### src/lsqf_pkg.sv
package lsqf_pkg;

    localparam int MaxSlotsDef = 16;
    localparam int TagBitsDef  = 16;

    localparam logic [4:0] ActiveReset  = 5'd16;
    localparam logic [7:0] LatencyReset = 8'd3;

    localparam logic [0:0] CfgActive  = 1'd0;
    localparam logic [0:0] CfgLatency = 1'd1;

    typedef enum logic [3:0] {
        FN_ALLOC   = 4'd0,
        FN_TAG     = 4'd1,
        FN_ADDR    = 4'd2,
        FN_SDATA   = 4'd3,
        FN_SREADY  = 4'd4,
        FN_LDONE   = 4'd5,
        FN_TICK    = 4'd6,
        FN_FREE    = 4'd7,
        FN_FLUSH   = 4'd8,
        FN_COMMIT  = 4'd9,
        FN_FULL    = 4'd10,
        FN_UNRES   = 4'd11,
        FN_FORWARD = 4'd12,
        FN_READ    = 4'd13
    } t_func;

    typedef enum logic [3:0] {
        ST_IDLE = 4'b0001,
        ST_SCAN = 4'b0010,
        ST_WB   = 4'b0100,
        ST_OUT  = 4'b1000
    } t_state;

    // Slot flags
    typedef struct packed {
        logic done;
        logic dready;
        logic aready;
        logic store;
        logic busy;
    } t_flags;

endpackage

### src/lsqf_slot_eval.sv
// Per-slot decision unit: one slot pair in, one verdict out.
module lsqf_slot_eval
    import lsqf_pkg::*;
#(
    parameter int TAG_BITS = TagBitsDef
) (
    input  logic [3:0]           i_func,
    input  t_flags               i_of,
    input  t_flags               i_nf,
    input  logic signed [TAG_BITS-1:0] i_otag,
    input  logic signed [TAG_BITS-1:0] i_ntag,
    input  logic [7:0]           i_ocnt,
    input  logic [7:0]           i_ncnt,
    input  logic [31:0]          i_oaddr,
    input  logic [6:0]           i_nrob,
    input  logic [5:0]           i_rob,
    input  logic signed [15:0]   i_tag,
    input  logic [31:0]          i_addr,
    input  logic signed [TAG_BITS-1:0] i_best,
    input  logic                 i_have_best,
    output logic                 o_hit,
    output logic                 o_dec_zero
);
    logic signed [31:0] w_ot, w_nt, w_qt, w_bt;

    always_comb begin
        w_ot = 32'(i_otag);
        w_nt = 32'(i_ntag);
        w_qt = 32'(i_tag);
        w_bt = 32'(i_best);
        o_hit = 1'b0;
        o_dec_zero = 1'b0;
        case (i_func)
            FN_ALLOC:  o_hit = !i_of.busy && !i_nf.busy;
            FN_TICK: begin
                o_hit = i_of.busy && i_nf.busy && (i_ntag == i_otag) && !i_of.done
                        && i_of.aready && !(i_of.store && !i_of.dready)
                        && (i_ocnt != 8'd0) && (i_ncnt != 8'd0);
                o_dec_zero = o_hit && (i_ncnt == 8'd1);
            end
            FN_FREE:   o_hit = i_nf.busy && (i_nrob == {1'b0, i_rob});
            FN_FLUSH:  o_hit = i_nf.busy && (w_nt > w_qt);
            FN_FULL:   o_hit = !i_of.busy;
            FN_UNRES:  o_hit = i_of.busy && i_of.store && (w_ot >= 0) && (w_ot < w_qt)
                               && !i_of.aready;
            FN_FORWARD: o_hit = i_of.busy && (w_ot >= 0) && (w_ot < w_qt) && i_of.store
                                && i_of.aready && i_of.dready && (i_oaddr == i_addr)
                                && (!i_have_best || w_ot > w_bt);
            default:   o_hit = 1'b0;
        endcase
    end
endmodule
### config.mk
export PLATFORM = sky130hd
export DESIGN_NAME = lsqf_slot_eval
export DESIGN_NICKNAME = d
export VERILOG_FILES = /design/src/lsqf_pkg.sv /design/src/lsqf_slot_eval.sv
export SDC_FILE = /design/constraint.sdc
export NUM_CORES = 1
export LEC_CHECK = 0
export BUFFER_PORTS_ARGS = -buffer_cell sky130_fd_sc_hd__buf_2
export CORE_UTILIZATION = 25
export DETAILED_ROUTE_END_ITERATION = 12
export PLACE_DENSITY_LB_ADDON = 0.3
export SLEW_MARGIN = 20
export SYNTH_ARGS = -nofsm -noshare
export SYNTH_HDL_FRONTEND = slang
export SYNTH_SLANG_ARGS = --single-unit
### constraint.sdc
create_clock -name vclk -period 2.9
set_input_delay 0.58 -clock vclk [all_inputs]
set_output_delay 0.58 -clock vclk [all_outputs]
set_load 0.03 [all_outputs]
Word-level counts from Yosys, hierarchy flattened
Index checks and enable logic that the tools add are counted.
{"block": "word_totals", "reg_bits": 0, "latchBits": 0, "ram_bits": 0, "rom_bits": 0, "inputBits": 172, "mem_count": 0}
{"block": "classes", "add_sub_neg": 0, "mul": 0, "div_mod_pow": 0, "order_cmp": 4, "n_eq_ne": 10, "shift": 0, "mux": 2, "bitwise": 0, "reduce_logical": 34}
{"op": "== test 32 bit", "n": 1}
{"op": "> comparator 16 bit", "n": 2}
{"op": "logical AND 1 bit", "n": 23}
{"op": "== test 16 bit", "n": 1}
{"op": "== test 4 bit (second input constant)", "n": 4}
{"op": "greater-or-equal comparator 16 x 1 -> 1 bit (second input constant)", "n": 1}
{"op": "< comparator 16 bit", "n": 1}
{"op": "nonzero test 8 bit", "n": 2}
{"op": "== test 4 x 3 -> 1 bit (second input constant)", "n": 2}
{"op": "== test 8 x 1 -> 1 bit (second input constant)", "n": 1}
{"op": "== test 7 x 6 -> 1 bit", "n": 1}
{"op": "zero test 1 bit", "n": 7}
{"op": "case mux 1 bit (7 select lines)", "n": 1}
{"op": "zero test 4 bit", "n": 1}
{"op": "logical OR 1 bit", "n": 1}
{"op": "2-to-1 mux 1 bit", "n": 1}

Logic depth before layout (Yosys ltp)
{"block": "depth", "ltp_word": 9, "mapped_depth": 8}

Worst setup path before layout
Ideal clock, no wire load.
{"block": "synth_path", "kind": "input-to-output", "startpoint": "input port i_tag[13]", "endpoint": "output port o_hit", "t_arrival_ps": 2747, "t_required_ps": 2320, "path_slack_ps": -427, "stages": 8, "n_path_buf": 0, "cell_sequence": "inv_1 > ha_1 > a21o_1 > a31oi_1 > or4b_4 > a2111oi_4 > o2111ai_1 > o221ai_1"}
{"block": "synth_via", "elab_chain_cells": 8}
{"item": "from (decl)", "line_no": "lsqf_slot_eval.sv:17", "source": "input logic signed [15:0] i_tag,"}
{"item": "< comparator 16 bit", "line_no": "lsqf_slot_eval.sv:44, lsqf_slot_eval.sv:46"}
{"item": "logical AND 1 bit (2 in series)", "line_no": "lsqf_slot_eval.sv:46", "source": "FN_FORWARD: o_hit = i_of.busy && (w_ot >= 0) && (w_ot < w_qt) && i_of.store"}
{"item": "logical AND 1 bit (3 in series)", "line_no": "lsqf_slot_eval.sv:47", "source": "&& i_of.aready && i_of.dready && (i_oaddr == i_addr)"}
{"item": "logical AND 1 bit", "line_no": "lsqf_slot_eval.sv:48", "source": "&& (!i_have_best || w_ot > w_bt);"}
{"item": "case mux 1 bit (7 select lines) *", "line_no": "lsqf_slot_eval.sv:33", "source": "case (i_func)"}
{"item": "to (decl)", "line_no": "lsqf_slot_eval.sv:21", "source": "output logic o_hit,"}
Every way passes the cells marked *; elsewhere a longest branch is shown, timed or not.

Worst setup path after layout
Same ends and word-level chain as after synthesis.

==> impl_metrics.tcl <==
set metrics [dict create \
    status "complete, but fails checks" \
    violations "negative setup slack" \
    syn_to_final_growth_pct 70.5 \
    grt_pass1_wl_um 10900 \
    yosysWarnings 0 \
    antenna_found_initial 0 \
    n_antenna_cell 0 \
    fp.dieH_um 90.9 \
    netlist_area_um2 1970 \
    drive_gt1_frac 0.476 \
    pwr-share-seq 0 \
    rsz0062_at_grt "yes" \
    hold_violations 0 \
    drc_errors 0 \
    firstDrtPassIters 6 \
    core_area_um2 7690 \
    cp-start-kind "input port" \
    swShare 0.440 \
    port_buffers 170 \
    cp_slowest_cell "or4b_4" \
    grt_use_total 0.159 \
    synth_nets 480 \
    hpwl_um 6470 \
    p_leak_uw 0.00181 \
    avgSynthCellArea_um2 7.56 \
    crit_type "in -> out" \
    whs_ps 1510 \
    die_w_um 90.9 \
    fin_cells 575 \
    dieArea_um2 8260 \
    synth_top_area_share 0.298 \
    crit_path_end_kind "output port" \
    wl_um 6730 \
    period_share 1.06 \
    power_frac_comb 1.000 \
    ys_seq_area_frac 0 \
    cts.hold.buffers_added 0 \
    power_switching_uw 192 \
    seq_cells 0 \
    fmax_mhz 325 \
    gp_congestion 0.831 \
    post_drt_wl_per_cell_um 11.7 \
    finalMaxSlewViolations 0 \
    path_cells "buf_6 -> inv_4 -> ha_4 -> a21o_1 -> a31oi_1 -> or4b_4 -> a2111oi_4 -> o2111ai_1 -> o221ai_2 -> buf_6" \
    syn_inst 261 \
    ant_nets 0 \
    nClkBuffers 0 \
    synth_top_cells_by_count "ha_1 (47), xnor2_1 (41), inv_1 (39)" \
    cp-startpoint "i_tag[13]" \
    cpPeakStageDelay_ps 490 \
    place_ws_ps -403 \
    post-place-cells 575 \
    synthTopCellsByArea "ha_1 (30%), xnor2_1 (18%), inv_1 (7.4%)" \
    yosysMostFrequentCell "ha_1" \
    std_cell_rows 32 \
    synth.distinct_cells 45 \
    grt_max_degree 6 \
    cpMostUsedCell "buf_6" \
    hold_class "in -> out" \
    setup_slack_ps -175 \
    start_util 0.257 \
    finalInstanceArea_um2 3370 \
    path_max_fanout 3 \
    synth_top_cell_by_area "ha_1" \
    num-nets-final 694 \
    filler_cell_count 863 \
    seq_area_um2 0 \
    tightest_slew_ps 544 \
    clock_power_share 0 \
    postPlaceCellArea_um2 3300 \
    maxSlewHeadroom 0.628 \
    crit_end "o_hit" \
    setup_viol 1 \
    via_per_inst 4.55 \
    ir_drop_mv 0.0594 \
    powerDensity_nw_per_um2 130 \
    post-route-util 0.438 \
    intPower_uw 244 \
    critPathArrivalTime_ps 2490 \
    first_iter_violations 29 \
    ios 174 \
    fin_crit_ps 3070 \
    vias 2615 \
    grt.overflow.total 0 \
    cap_violations 0 \
    grt_pass1_vias 2566 \
    worst-endpoint-required_ps 2320 \
]
-- critical path: cells and delay by family --
family / cells / cell delay [ps]
compound gates: 5 / 900
simple gates: 1 / 490
buf+inv: 3 / 320
fa+ha+maj: 1 / 200
-- stage by stage --
step	total power, µW	setup TNS, ps
after floorplan	197	0
after global placement	422	-273
after detailed placement	430	-403
after CTS	441	-194
after global routing	491	-257
final	436	-175
-- how the worst min path moves through the flow --
stage	start	endpoint	slack [ps]	cells after the start
6_report	i_ncnt[0]	o_dec_zero	1510	4
5_1_grt	i_ncnt[0]	o_dec_zero	1520	4
4_1_cts	i_ncnt[0]	o_dec_zero	1520	4
3_5_place_dp	i_ncnt[0]	o_dec_zero	1520	4
3_3_place_gp	i_ncnt[0]	o_dec_zero	1510	4
2_1_floorplan	i_ncnt[0]	o_dec_zero	1320	2
-- layout by cell type, fill, tap and decap left out, drive strengths merged, types with 2 or more instances in the layout --
cell type  instances
a2111oi            3
a211oi             3
a21o               5
a21oi             13
a31oi              3
and3               3
buf              212
ha                47
inv               39
nand2             11
nand3              9
nand4             19
nor2               9
nor2b              3
nor3               3
nor4               9
o211ai             2
o21ai              2
o221ai             2
or4                2
xnor2             41
xor2              11
-- power groups by stage --
stage          registers [µW]  clock network (µW)  logic, µW
2_1_floorplan               0                   0        197
3_3_place_gp                0                   0        422
3_5_place_dp                0                   0        430
4_1_cts                     0                   0        441
5_1_grt                     0                   0        491
6_report                    0                   0        436
-- cell families (layout without fill, tap and decap cells) --
family,Yosys count,after routing,synth area share
and+or+nand+nor,77,77,0.223
AOI/OAI and AO/OA,46,46,0.174
buffers and inverters,39,251,0.0741
adders and majority gates,47,47,0.298
xor gates and xnor gates,52,52,0.231
-- timing repair --
| item | CTS | global route |
|---|---|---|
| resized for setup | 11 | 3 |
| setup endpoints to repair | 1 | 2 |
| buffers inserted | 0 | 0 |
| pin swaps | 5 | 1 |
-- layer usage --
| metal | global-route usage | part of all wire |
|---|---|---|
| met2 | 0.304 | 0.51 |
| met5 | 0 | 0 |
| met3 | 0.0118 | 0.054 |
| met1 | 0.196 | 0.43 |
| met4 | 0.0251 | 0.013 |
-- layout make-up --
type	instances	area (µm²)	share of cell area
inverter	39	149	0.0442
tap	102	128	0.0379
timing repair buffer	212	1190	0.353
multi-input combinational	222	1900	0.565
Note: power is estimated with default switching activity, not from simulation.
